**config.mk**
```make
export PLATFORM = sky130hd
export DESIGN_NAME = bouncing_particle_step
export DESIGN_NICKNAME = d
export VERILOG_FILES = /design/src/hdl/bps_pkg.sv /design/src/hdl/bps_regs.sv /design/src/hdl/bouncing_particle_step.sv
export SDC_FILE = /design/constraint.sdc
export NUM_CORES = 2
export LEC_CHECK = 0
export BUFFER_PORTS_ARGS = -buffer_cell sky130_fd_sc_hd__buf_2
export CORE_UTILIZATION = 55
export CTS_CLUSTER_DIAMETER = 50
export DETAILED_ROUTE_END_ITERATION = 8
export GPL_TIMING_DRIVEN = 0
export PLACE_DENSITY = 0.76
export SYNTH_ARGS = -nofsm -noshare
export SYNTH_HDL_FRONTEND = slang
export SYNTH_SLANG_ARGS = --single-unit
```
**constraint.sdc**
```tcl
create_clock -name clk -period 8.95 [get_ports clk]
set_input_delay 0.4475 -clock clk [delete_from_list [all_inputs] [get_ports clk]]
set_output_delay 0.4475 -clock clk [all_outputs]
set_load 0.05 [all_outputs]
```
**src/hdl/bps_pkg.sv**
```systemverilog
// bps_pkg.sv: shared types, constants and saturation helpers for the particle step block
`timescale 1ns / 1ps
`default_nettype none

package bps_pkg;

	localparam int BOX_WIDTH  = 900;
	localparam int BOX_HEIGHT = 600;

	localparam int POS_W   = 21;
	localparam int VEL_W   = 24;
	localparam int ACC_W   = 24;
	localparam int REST_W  = 17;
	localparam int RAD_W   = 20;
	localparam int DT_W    = 16;
	localparam int HIT_W   = 4;
	localparam int SUM_W   = 28;
	localparam int SHP_W   = 27;
	localparam int CHK_W   = 23;
	localparam int PADDR_W = 5;

	localparam logic signed [CHK_W-1:0] SIZE_X = CHK_W'(BOX_WIDTH * 256);
	localparam logic signed [CHK_W-1:0] SIZE_Y = CHK_W'(BOX_HEIGHT * 256);

	// register indexes on the configuration port
	localparam logic [2:0] REG_ACCEL_X     = 3'd0;
	localparam logic [2:0] REG_ACCEL_Y     = 3'd1;
	localparam logic [2:0] REG_RESTITUTION = 3'd2;
	localparam logic [2:0] REG_RADIUS      = 3'd3;
	localparam logic [2:0] REG_START_X     = 3'd4;
	localparam logic [2:0] REG_START_Y     = 3'd5;
	localparam logic [2:0] REG_START_VX    = 3'd6;
	localparam logic [2:0] REG_START_VY    = 3'd7;

	localparam logic signed [ACC_W-1:0] RST_ACCEL_X     = 24'sd0;
	localparam logic signed [ACC_W-1:0] RST_ACCEL_Y     = 24'sd128000;
	localparam logic [REST_W-1:0]       RST_RESTITUTION = 17'd52429;
	localparam logic [RAD_W-1:0]        RST_RADIUS      = 20'd2560;
	localparam logic signed [POS_W-1:0] RST_START_X     = 21'sd115200;
	localparam logic signed [POS_W-1:0] RST_START_Y     = 21'sd76800;
	localparam logic signed [VEL_W-1:0] RST_START_VX    = 24'sd51200;
	localparam logic signed [VEL_W-1:0] RST_START_VY    = -24'sd25600;

	localparam logic REQ_STEP    = 1'b0;
	localparam logic REQ_RESTART = 1'b1;

	typedef struct packed {
		logic signed [ACC_W-1:0] accel_x;
		logic signed [ACC_W-1:0] accel_y;
		logic [REST_W-1:0]       restitution;
		logic [RAD_W-1:0]        radius;
		logic signed [POS_W-1:0] start_x;
		logic signed [POS_W-1:0] start_y;
		logic signed [VEL_W-1:0] start_vx;
		logic signed [VEL_W-1:0] start_vy;
	} cfg_t;

	typedef enum logic [3:0] {
		ST_IDLE,
		ST_VMUL,
		ST_VADD,
		ST_PMUL,
		ST_PADD,
		ST_CHK,
		ST_BMUL,
		ST_BUPD,
		ST_WB,
		ST_OUT
	} st_t;

	function automatic logic signed [VEL_W-1:0] sat_vel(input logic signed [SUM_W-1:0] v);
		logic signed [VEL_W-1:0] r;
		if (v[SUM_W-1:VEL_W-1] == '0 || v[SUM_W-1:VEL_W-1] == '1) begin
			r = v[VEL_W-1:0];
		end else if (v[SUM_W-1]) begin
			r = {1'b1, {(VEL_W-1){1'b0}}};
		end else begin
			r = {1'b0, {(VEL_W-1){1'b1}}};
		end
		return r;
	endfunction

	function automatic logic signed [POS_W-1:0] sat_pos(input logic signed [SUM_W-1:0] v);
		logic signed [POS_W-1:0] r;
		if (v[SUM_W-1:POS_W-1] == '0 || v[SUM_W-1:POS_W-1] == '1) begin
			r = v[POS_W-1:0];
		end else if (v[SUM_W-1]) begin
			r = {1'b1, {(POS_W-1){1'b0}}};
		end else begin
			r = {1'b0, {(POS_W-1){1'b1}}};
		end
		return r;
	endfunction

endpackage

`default_nettype wire

```
**src/hdl/bps_regs.sv**
```systemverilog
// bps_regs.sv: configuration register file behind the apb-style port
`timescale 1ns / 1ps
`default_nettype none

module bps_regs (
	input  wire logic                         clk,
	input  wire logic                         arst_n,
	input  wire logic                         psel,
	input  wire logic                         penable,
	input  wire logic                         pwrite,
	input  wire logic [bps_pkg::PADDR_W-1:0]  paddr,
	input  wire logic [31:0]                  pwdata,
	output logic      [31:0]                  prdata,
	output logic                              pready,
	output bps_pkg::cfg_t                     cfg
);

	bps_pkg::cfg_t cfg_q;
	logic          wr_en;
	logic [2:0]    idx;

	assign pready = 1'b1;
	assign wr_en  = psel && penable && pwrite;
	assign idx    = paddr[4:2];
	assign cfg    = cfg_q;

	always_ff @(posedge clk or negedge arst_n) begin
		if (!arst_n) begin
			cfg_q.accel_x     <= bps_pkg::RST_ACCEL_X;
			cfg_q.accel_y     <= bps_pkg::RST_ACCEL_Y;
			cfg_q.restitution <= bps_pkg::RST_RESTITUTION;
			cfg_q.radius      <= bps_pkg::RST_RADIUS;
			cfg_q.start_x     <= bps_pkg::RST_START_X;
			cfg_q.start_y     <= bps_pkg::RST_START_Y;
			cfg_q.start_vx    <= bps_pkg::RST_START_VX;
			cfg_q.start_vy    <= bps_pkg::RST_START_VY;
		end else if (wr_en) begin
			unique case (idx)
				bps_pkg::REG_ACCEL_X:     cfg_q.accel_x     <= pwdata[bps_pkg::ACC_W-1:0];
				bps_pkg::REG_ACCEL_Y:     cfg_q.accel_y     <= pwdata[bps_pkg::ACC_W-1:0];
				bps_pkg::REG_RESTITUTION: cfg_q.restitution <= pwdata[bps_pkg::REST_W-1:0];
				bps_pkg::REG_RADIUS:      cfg_q.radius      <= pwdata[bps_pkg::RAD_W-1:0];
				bps_pkg::REG_START_X:     cfg_q.start_x     <= pwdata[bps_pkg::POS_W-1:0];
				bps_pkg::REG_START_Y:     cfg_q.start_y     <= pwdata[bps_pkg::POS_W-1:0];
				bps_pkg::REG_START_VX:    cfg_q.start_vx    <= pwdata[bps_pkg::VEL_W-1:0];
				bps_pkg::REG_START_VY:    cfg_q.start_vy    <= pwdata[bps_pkg::VEL_W-1:0];
				default: ;
			endcase
		end
	end

	always_comb begin
		unique case (idx)
			bps_pkg::REG_ACCEL_X:     prdata = 32'({cfg_q.accel_x});
			bps_pkg::REG_ACCEL_Y:     prdata = 32'({cfg_q.accel_y});
			bps_pkg::REG_RESTITUTION: prdata = 32'(cfg_q.restitution);
			bps_pkg::REG_RADIUS:      prdata = 32'(cfg_q.radius);
			bps_pkg::REG_START_X:     prdata = 32'({cfg_q.start_x});
			bps_pkg::REG_START_Y:     prdata = 32'({cfg_q.start_y});
			bps_pkg::REG_START_VX:    prdata = 32'({cfg_q.start_vx});
			bps_pkg::REG_START_VY:    prdata = 32'({cfg_q.start_vy});
			default:                  prdata = '0;
		endcase
	end

endmodule

`default_nettype wire

```
**src/hdl/bouncing_particle_step.sv**
```systemverilog
// bouncing_particle_step.sv: top level, sequencer and shared multiplier datapath
`timescale 1ns / 1ps
`default_nettype none

// Advances one particle in a box per accepted transaction. For a step transaction,
// each axis runs through a velocity multiply and add, a position multiply and add,
// a wall check, up to two restitution multiplies and a write-back, all on one shared
// 25 x 18 bit multiplier whose product is registered before use, followed by loading
// the output register. A restart transaction goes straight to loading the output
// register. The input side stalls while a transaction is in progress; the result
// sits in an output register, so the next transaction may be accepted while a result
// waits to be taken. Configuration registers are only to be written while the block is idle.
module bouncing_particle_step (
	input  wire logic                              clk,
	input  wire logic                              arst_n,
	input  wire logic                              psel,
	input  wire logic                              penable,
	input  wire logic                              pwrite,
	input  wire logic [bps_pkg::PADDR_W-1:0]       paddr,
	input  wire logic [31:0]                       pwdata,
	output logic      [31:0]                       prdata,
	output logic                                   pready,
	input  wire logic                              in_valid,
	output logic                                   in_stall,
	input  wire logic                              req_type,
	input  wire logic [bps_pkg::DT_W-1:0]          dt,
	output logic                                   out_valid,
	input  wire logic                              out_stall,
	output logic signed [bps_pkg::POS_W-1:0]       out_x,
	output logic signed [bps_pkg::POS_W-1:0]       out_y,
	output logic signed [bps_pkg::VEL_W-1:0]       out_vx,
	output logic signed [bps_pkg::VEL_W-1:0]       out_vy,
	output logic [bps_pkg::HIT_W-1:0]              hit_walls
);

	bps_pkg::cfg_t cfg;
	bps_pkg::st_t  state_q, state_d;

	logic signed [bps_pkg::POS_W-1:0] cur_x_q, cur_y_q;
	logic signed [bps_pkg::VEL_W-1:0] cur_vx_q, cur_vy_q;
	logic signed [bps_pkg::POS_W-1:0] p_q;
	logic signed [bps_pkg::VEL_W-1:0] v_q;
	logic signed [bps_pkg::SHP_W-1:0] sh_q;
	logic [bps_pkg::DT_W-1:0]         dt_q;
	logic [bps_pkg::HIT_W-1:0]        hit_q;
	logic [1:0]                       bcnt_q;
	logic                             ax_q;
	logic                             out_valid_q;

	logic                             accept;
	logic                             out_load;
	logic signed [24:0]               mul_a;
	logic [bps_pkg::REST_W-1:0]       mul_b;
	logic signed [42:0]               prod;
	logic signed [bps_pkg::POS_W-1:0] pos_axis;
	logic signed [bps_pkg::VEL_W-1:0] vel_axis;
	logic signed [bps_pkg::ACC_W-1:0] acc_axis;
	logic signed [bps_pkg::CHK_W-1:0] size_axis;
	logic signed [bps_pkg::CHK_W-1:0] p_ext, rad_ext;
	logic                             lo_hit, hi_hit;
	logic signed [bps_pkg::POS_W-1:0] np;
	logic [1:0]                       bcnt_d;

	bps_regs u_regs (
		.clk     (clk),
		.arst_n  (arst_n),
		.psel    (psel),
		.penable (penable),
		.pwrite  (pwrite),
		.paddr   (paddr),
		.pwdata  (pwdata),
		.prdata  (prdata),
		.pready  (pready),
		.cfg     (cfg)
	);

	assign accept   = in_valid && !in_stall;
	assign out_load = (state_q == bps_pkg::ST_OUT) && (!out_valid_q || !out_stall);

	assign pos_axis  = ax_q ? cur_y_q : cur_x_q;
	assign vel_axis  = ax_q ? cur_vy_q : cur_vx_q;
	assign acc_axis  = ax_q ? cfg.accel_y : cfg.accel_x;
	assign size_axis = ax_q ? bps_pkg::SIZE_Y : bps_pkg::SIZE_X;

	// wall check on the unclamped position
	assign p_ext   = bps_pkg::CHK_W'(p_q);
	assign rad_ext = $signed({3'b000, cfg.radius});
	assign lo_hit  = p_ext < rad_ext;
	assign hi_hit  = (p_ext + rad_ext) > size_axis;
	assign bcnt_d  = {1'b0, lo_hit} + {1'b0, hi_hit};

	always_comb begin
		if (hi_hit) begin
			np = bps_pkg::sat_pos(bps_pkg::SUM_W'(size_axis - rad_ext));
		end else if (lo_hit) begin
			np = $signed({1'b0, cfg.radius});
		end else begin
			np = p_q;
		end
	end

	// shared multiplier operand selection
	always_comb begin
		unique case (state_q)
			bps_pkg::ST_VMUL: begin
				mul_a = 25'(acc_axis);
				mul_b = {1'b0, dt_q};
			end
			bps_pkg::ST_PMUL: begin
				mul_a = 25'(v_q);
				mul_b = {1'b0, dt_q};
			end
			bps_pkg::ST_BMUL: begin
				mul_a = -(25'(v_q));
				mul_b = cfg.restitution;
			end
			default: begin
				mul_a = '0;
				mul_b = '0;
			end
		endcase
	end

	assign prod = mul_a * $signed({1'b0, mul_b});

	// next state
	always_comb begin
		state_d = state_q;
		unique case (state_q)
			bps_pkg::ST_IDLE: begin
				if (accept) state_d = req_type ? bps_pkg::ST_OUT : bps_pkg::ST_VMUL;
			end
			bps_pkg::ST_VMUL: state_d = bps_pkg::ST_VADD;
			bps_pkg::ST_VADD: state_d = bps_pkg::ST_PMUL;
			bps_pkg::ST_PMUL: state_d = bps_pkg::ST_PADD;
			bps_pkg::ST_PADD: state_d = bps_pkg::ST_CHK;
			bps_pkg::ST_CHK:  state_d = (bcnt_d != 2'd0) ? bps_pkg::ST_BMUL : bps_pkg::ST_WB;
			bps_pkg::ST_BMUL: state_d = bps_pkg::ST_BUPD;
			bps_pkg::ST_BUPD: state_d = (bcnt_q == 2'd1) ? bps_pkg::ST_WB : bps_pkg::ST_BMUL;
			bps_pkg::ST_WB:   state_d = ax_q ? bps_pkg::ST_OUT : bps_pkg::ST_VMUL;
			bps_pkg::ST_OUT:  if (out_load) state_d = bps_pkg::ST_IDLE;
			default:          state_d = bps_pkg::ST_IDLE;
		endcase
	end

	// handshake outputs
	always_comb begin
		in_stall  = (state_q != bps_pkg::ST_IDLE);
		out_valid = out_valid_q;
	end

	always_ff @(posedge clk or negedge arst_n) begin
		if (!arst_n) begin
			state_q     <= bps_pkg::ST_IDLE;
			out_valid_q <= 1'b0;
			cur_x_q     <= bps_pkg::RST_START_X;
			cur_y_q     <= bps_pkg::RST_START_Y;
			cur_vx_q    <= bps_pkg::RST_START_VX;
			cur_vy_q    <= bps_pkg::RST_START_VY;
			ax_q        <= 1'b0;
			bcnt_q      <= 2'd0;
			hit_q       <= '0;
		end else begin
			state_q <= state_d;
			if (out_load) begin
				out_valid_q <= 1'b1;
			end else if (!out_stall) begin
				out_valid_q <= 1'b0;
			end
			unique case (state_q)
				bps_pkg::ST_IDLE: begin
					if (accept) begin
						ax_q  <= 1'b0;
						hit_q <= '0;
						if (req_type == bps_pkg::REQ_RESTART) begin
							cur_x_q  <= cfg.start_x;
							cur_y_q  <= cfg.start_y;
							cur_vx_q <= cfg.start_vx;
							cur_vy_q <= cfg.start_vy;
						end
					end
				end
				bps_pkg::ST_CHK: begin
					bcnt_q <= bcnt_d;
					if (lo_hit) hit_q[{ax_q, 1'b0}] <= 1'b1;
					if (hi_hit) hit_q[{ax_q, 1'b1}] <= 1'b1;
				end
				bps_pkg::ST_BUPD: bcnt_q <= bcnt_q - 2'd1;
				bps_pkg::ST_WB: begin
					if (ax_q) begin
						cur_y_q  <= p_q;
						cur_vy_q <= v_q;
					end else begin
						cur_x_q  <= p_q;
						cur_vx_q <= v_q;
					end
					ax_q <= 1'b1;
				end
				default: ;
			endcase
		end
	end

	// datapath payload registers
	always_ff @(posedge clk) begin
		if (accept) dt_q <= dt;
		// product >> 16, the dropped bits give floor rounding
		if (state_q == bps_pkg::ST_VMUL || state_q == bps_pkg::ST_PMUL ||
		    state_q == bps_pkg::ST_BMUL) begin
			sh_q <= prod[42:16];
		end
		case (state_q)
			bps_pkg::ST_VADD: v_q <= bps_pkg::sat_vel(bps_pkg::SUM_W'(vel_axis)
			                                          + bps_pkg::SUM_W'(sh_q));
			bps_pkg::ST_PADD: p_q <= bps_pkg::sat_pos(bps_pkg::SUM_W'(pos_axis)
			                                          + bps_pkg::SUM_W'(sh_q));
			bps_pkg::ST_CHK:  p_q <= np;
			bps_pkg::ST_BUPD: v_q <= bps_pkg::sat_vel(bps_pkg::SUM_W'(sh_q));
			default: ;
		endcase
		if (out_load) begin
			out_x     <= cur_x_q;
			out_y     <= cur_y_q;
			out_vx    <= cur_vx_q;
			out_vy    <= cur_vy_q;
			hit_walls <= hit_q;
		end
	end

	a_restart_direct: assert property (@(posedge clk) disable iff (!arst_n)
		(accept && req_type) |=> (state_q == bps_pkg::ST_OUT))
		else $error("restart did not go straight to the result");

	a_step_starts_x: assert property (@(posedge clk) disable iff (!arst_n)
		(accept && !req_type) |=> (state_q == bps_pkg::ST_VMUL && !ax_q))
		else $error("step did not start on the horizontal axis");

	a_bounce_count: assert property (@(posedge clk) disable iff (!arst_n)
		(state_q == bps_pkg::ST_BMUL) |-> (bcnt_q != 2'd0 && bcnt_q != 2'd3))
		else $error("bounce multiply with no hit pending");

	a_out_hits: assert property (@(posedge clk) disable iff (!arst_n)
		(state_q == bps_pkg::ST_OUT) |-> (ax_q || hit_q == '0))
		else $error("restart result carries wall hits");

	a_no_load_busy: assert property (@(posedge clk) disable iff (!arst_n)
		(state_q != bps_pkg::ST_IDLE) |-> in_stall)
		else $error("input open while a transaction is in progress");

endmodule

`default_nettype wire
```
* After elaboration in Yosys (flattened, before gate mapping)
Cells that the tools add are included.
Operators by class: add/subtract/negate cells 7, $mul 1, $lt $le $gt $ge 6, eq/ne operators 28, mux-type cells 56, bitwise logic cells 2, reduce and logical (&&, ||, !) cells 44
Operators by type and width (number):
- 24-bit 2-to-1 mux | 12
- 21-bit 2-to-1 mux | 13
- 32-bit one-hot mux with 8 select lines | 1
- 24-bit one-hot mux with 2 select lines | 3
- 21-bit one-hot mux with 2 select lines | 3
- 25-bit one-hot mux with 3 select lines | 1
- 25-bit by 18-bit multiplier with 43-bit output | 1
- 4-bit 2-to-1 mux | 10
- 4-bit one-hot mux with 10 select lines | 1
- 17-bit one-hot mux with 2 select lines | 1
- 21-bit by 27-bit adder with 28-bit output | 1
- 24-bit by 27-bit adder with 28-bit output | 1
- 24-bit negator with 25-bit output | 1
- 2-bit AND reduction | 12
- 21-bit by 21-bit adder with 22-bit output | 1
- 22-bit by 19-bit > comparator with 1-bit output | 1
- 21-bit less-than comparator | 1
- 18-bit by 20-bit subtractor with 21-bit output | 1
- 17-bit 2-to-1 mux | 1
- 4-bit by 3-bit == test with 1-bit output (second input constant) | 4
- 8-bit == test (second input constant) | 2
- 8-bit zero test | 2
- 3-bit == test (second input constant) | 4
- 2-bit nonzero test | 6
- 30 further kinds | 60
Storage, ports and cells: bits in registers 459, input port bits 61

* Longest topological paths before layout
word-level depth 10, gate-level depth with buffers 34, gate-level depth less buffers 33

* Hierarchy
Synthesis repeated with hierarchy kept, for this count alone.
Unflattened totals: cells, all modules 4184, area total of the unflattened synthesis 40849.2 µm²
By module, submodules not included:
- bouncing_particle_step | instances 1, cells an instance 3557, area each 32666.3 µm², seq. area each 8046.5 µm²
- bps_regs | instances 1, cells an instance 627, area each 8182.8 µm², seq. area each 4429.2 µm²

* Least setup slack after synthesis
No wires, ideal clock.
path type register -> register, from reg v_q[2] in the netlist's numbering, to reg sh_q[22] in the netlist's numbering, data pin, arrival time 8103 ps, required time 8692 ps, path slack 589 ps, cell stages (with the launch flop) 30, buffers on the path 0, cells stage by stage edfxtp_1 -> or3_1 -> or3b_1 -> or3_1 -> nor3_1 -> nor3_1 -> nor3_1 -> nor2_1 -> fa_1 -> inv_1 -> fa_1 -> inv_1 -> fa_1 -> inv_1 -> fa_1 -> inv_1 -> fa_1 -> inv_1 -> fa_1 -> inv_1 -> ha_1 -> a21o_1 -> a221oi_1 -> o21ai_0 -> a41o_1 -> a311o_1 -> a32oi_1 -> o21ai_0 -> a21oi_1 -> xnor2_1
Between the ends: cells in the longest elaborated chain, start to end 3
Ends and longest elaborated chain:
- start, declared | RTL line bouncing_particle_step.sv:42 | logic signed [bps_pkg::VEL_W-1:0] v_q;
- start signal, assigned | RTL line bouncing_particle_step.sv:213 | bps_pkg::ST_VADD: v_q <= bps_pkg::sat_vel(bps_pkg::SUM_W'(vel_axis)
- start signal, assigned | RTL line bouncing_particle_step.sv:218 | bps_pkg::ST_BUPD: v_q <= bps_pkg::sat_vel(bps_pkg::SUM_W'(sh_q));
- 24-bit negator with 25-bit output | RTL line bouncing_particle_step.sv:114 | mul_a = -(25'(v_q));
- 25-bit one-hot mux with 3 select lines * | RTL line bouncing_particle_step.sv:104 | unique case (state_q)
- 25-bit by 18-bit multiplier with 43-bit output * | RTL line bouncing_particle_step.sv:124 | assign prod = mul_a * $signed({1'b0, mul_b});
- via prod[38] | RTL line bouncing_particle_step.sv:54 | logic signed [42:0] prod;
- end signal, assigned | RTL line bouncing_particle_step.sv:210 | sh_q <= prod[42:16];
- end, declared | RTL line bouncing_particle_step.sv:43 | logic signed [bps_pkg::SHP_W-1:0] sh_q;
The timed path passes the listed nets; every way through them passes the cells marked *. A chain may end at the register's enable or synchronous reset.

* Worst setup path after layout
from reg ax_q, to reg sh_q[22] in the netlist's numbering, data pin
Between the ends: cells in the longest elaborated chain, start to end 3
Ends and longest elaborated chain:
- start, declared | RTL line bouncing_particle_step.sv:47 | logic ax_q;
- 24-bit 2-to-1 mux | RTL line bouncing_particle_step.sv:82 | assign acc_axis = ax_q ? cfg.accel_y : cfg.accel_x;
- 25-bit one-hot mux with 3 select lines | RTL line bouncing_particle_step.sv:104
- 25-bit by 18-bit multiplier with 43-bit output | RTL line bouncing_particle_step.sv:124
- via prod[38] | RTL line bouncing_particle_step.sv:54
The timed path passes the listed nets, and every way through them passes these cells.

==> metrics.yaml <==
logic_synthesis:
  synthSimpleGateAreaFrac_pct: 12.6
  synth_area_leaders: "fa_1 (20%), edfxtp_1 (13%), dfrtp_1 (13%), ha_1 (6.5%), mux2_2 (6.1%)"
  synth_cell_types: 94
  synthXorXnorAreaFrac_pct: 2.05
  synth-seq-area-share_pct: 30.4
  async_flop_share_pct: 60.3
  synth_top_area_share_pct: 20.3
  synth-seq-cells: 459
  synth_ff_type: "dfrtp_1"
  synth_fa_ha_area_share_pct: 26.8
  synth-compound-area-share_pct: 13.1
  synth_top_family_by_area: "adder cells"
  synthMuxAreaShare_pct: 7.38
  synth_area_sq_mm: 0.0411
  synth_edf_count: 182
  synth_top_area_cell: "fa_1"
  yosysWarnings: 0
  synth_area_per_cell_sq_um: 9.59
  synthCells: 4282
timing:
  drv_slew: 9
  skew_ns: 0.0386
  hold_viol: 0
  relSlewSlack_pct: -7.55
  max_slew.worst_pin.slew_ns: 1.61
  min_period_ns: 8.68
  layout_setup_ws_ns: 0.274
  setup_tns_ns: 0
  finalSetupViolCount: 0
  fmax_ghz: 0.115
  finalCritPeriodShare_pct: 96.9
critical_path:
  rr_endpoint: "sh_q[22]$_DFFE_PN_"
  crit_path_max_fanout: 10
  crit_buf_inv: 8
  required_ns: 9.32
  r2r_start: "ax_q$_DFFE_PN0P_"
  ff2ff_path_depth: 28
  cp_slowest_cell: "dfrtp_1"
  crit_type: "reg -> reg"
  end_kind: "flip-flop"
  cp_slowest_stage_delay_ns: 0.65
  cp_top_family: "adder cells"
  cp.arrival_ns: 9.04
  r2r_slack_ns: 0.27
  start_kind: "flip-flop"
outcome:
  status: "complete, but fails checks"
  violations: "slew limit"
placement:
  dp.cells: 5428
  gp_congestion: 1.05
  portBuffers: 168
  post-dp-hpwl_um: 118000
  pre_cts_slack_ns: -1.44
min_path:
  hp-start: "dt[1]"
  whs_path_depth: 1
  min_to: "dt_q[1]$_DFFE_PP_"
  hold_class: "in -> reg"
global_routing:
  first_global_vias: 33775
  grt_max_degree: 105
  grt_overflow_total: 0
  antenna_found_initial: 3
  grt.total_usage_pct: 39.1
  grt_first_pass_wirelength_um: 215000
layout:
  syn_to_final_growth_pct: 11.1
  finalNetCount: 5234
  fin_util_pct: 62.1
  drive_above_1_share_pct: 15.4
  n_fill_cell: 6229
  final_cell_count_no_fill: 5549
cts:
  clk_latency_ns: 0.63
  numCtsBuffers: 50
  cts.sinks: 459
  clock_path_buffers: 3
  clkTransAtPathRegs_ns: 0.06
  cts_tree: "built"
  cts_root_buf: "clkbuf_16"
  htreeDepth: 2
die:
  core_region_area_sq_mm: 0.0735
  die_x_um: 275
  die_y_um: 275
  die_area_sq_mm: 0.0758
  row_count: 99
  ios: 190
  start_util_pct: 55.9
routing:
  ant_nets: 0
  first_pass_iters: 6
  first_iter_violations: 4042
  wirelength_um: 147000
  dr_total_vias: 34761
  drcViolationCount: 0
  vias_per_cell: 6.26
  avgRoutedWirePerCell_um: 26.6
job:
  cap_violations: 0
synth_stat cells, types with 30 or more instances:
master	count
ha_1	213
clkbuf_1	180
dfrtp_1	214
mux2_2	221
nor3_1	58
xnor2_1	57
nor2_1	444
nand3_1	47
a211oi_1	31
o21ai_0	175
xor2_1	39
inv_1	596
a21o_1	60
a21oi_1	277
nand2_1	397
fa_1	417
o21a_1	30
edfxtp_1	182
dfstp_2	63
mux2i_1	43
a31oi_1	30
and3_1	71
cell families (layout without fill, tap and decap cells):
kind of cell    Yosys count  after routing
compound gates          840            840
simple gates           1176           1176
xor+xnor                 96             96
other cells               2             15
fa+ha+maj               630            630
buf+inv                 810           1105
mux                     269            269
flops                   459            459
timing repair:
action,4_1_cts,5_1_grt
setup buffers,7,16
hold buffers,6,0
gates resized for setup,55,65
hold endpoints to repair,69,0
pin swaps,5,9
endpoints found under the setup margin,24,15
sequential cells by signal, indices dropped and copies added, names as in the netlist, 21 cells and up:
name / count
cur_vy_q: 24
cur_vx_q: 24
out_vx: 24
cur_y_q: 21
v_q: 24
p_q: 21
u_regs.cfg: 175
sh_q: 27
out_x: 21
out_y: 21
cur_x_q: 21
out_vy: 24
how the worst max path moves through the flow:
stage	start	to	slack (ns)	cells after the start
5_1_grt	v_q[2]$_DFFE_PP_	sh_q[26]$_DFFE_PN_	-0.05	28
6_report	ax_q$_DFFE_PN0P_	sh_q[22]$_DFFE_PN_	0.27	28
3_3_place_gp	v_q[2]$_DFFE_PP_	sh_q[26]$_DFFE_PN_	-1.58	29
4_1_cts	state_q[2]$_DFFE_PN0P_	sh_q[22]$_DFFE_PN_	0.003	30
3_5_place_dp	state_q[0]$_DFFE_PN0P_	sh_q[26]$_DFFE_PN_	-1.44	29
2_1_floorplan	v_q[2]$_DFFE_PP_	sh_q[22]$_DFFE_PN_	0.59	29
per-stage QoR:
stage               hold slack, ns  instance area, sq um
floorplan                    0.152                 41100
global placement             0.435                 43100
detailed placement           0.437                 43400
CTS                        0.00191                 45300
global route               0.00441                 45600
finish                      0.0106                 45600
cells in the final DEF, fill, tap and decap left out, types with 14 or more instances in the layout:
cell type and instances:
a211oi_1 31, a21o_1 60, a21oi_1 273, a22oi_1 17, a31oi_1 29, and3_1 69
buf_2 179, buf_4 34, clkbuf_1 160, clkbuf_16 53, clkbuf_2 17, dfrtp_1 213
dfstp_2 63, edfxtp_1 182, fa_1 414, ha_1 212, inv_1 592, mux2_2 221
mux2i_1 43, nand2_1 396, nand2b_1 18, nand3_1 45, nand4_1 27, nor2_1 440
nor2b_1 22, nor3_1 54, o211ai_1 14, o21a_1 29, o21ai_0 170, o21bai_1 16
o22ai_1 22, o31ai_1 16, or3_1 23, xnor2_1 57, xor2_1 39
routing by layer:
layer	track usage (%)	share of wire, %	vias up
met1	49.1	36	17183
met2	60.9	45	2154
met4	25.5	7.9	2
met3	9.04	11	536
li1	-	-	14886
met5	0	0.0061	-
layout make-up:
class	count	area [sq um]	area share, %
multi-input cells	3020	25800	56.5
flip-flops and latches	459	12500	27.3
inverters	596	2240	4.92
clock buffers	67	1390	3.04
repair buffers	210	1280	2.80
well taps	959	1200	2.63
plain buffers	206	905	1.98
clock inverters	26	328	0.718
diodes	6	15.0	0.0329
Power is left out: the tool's default activity adds up to more than one toggle a clock period on the data nets, which glitch-free logic cannot reach.
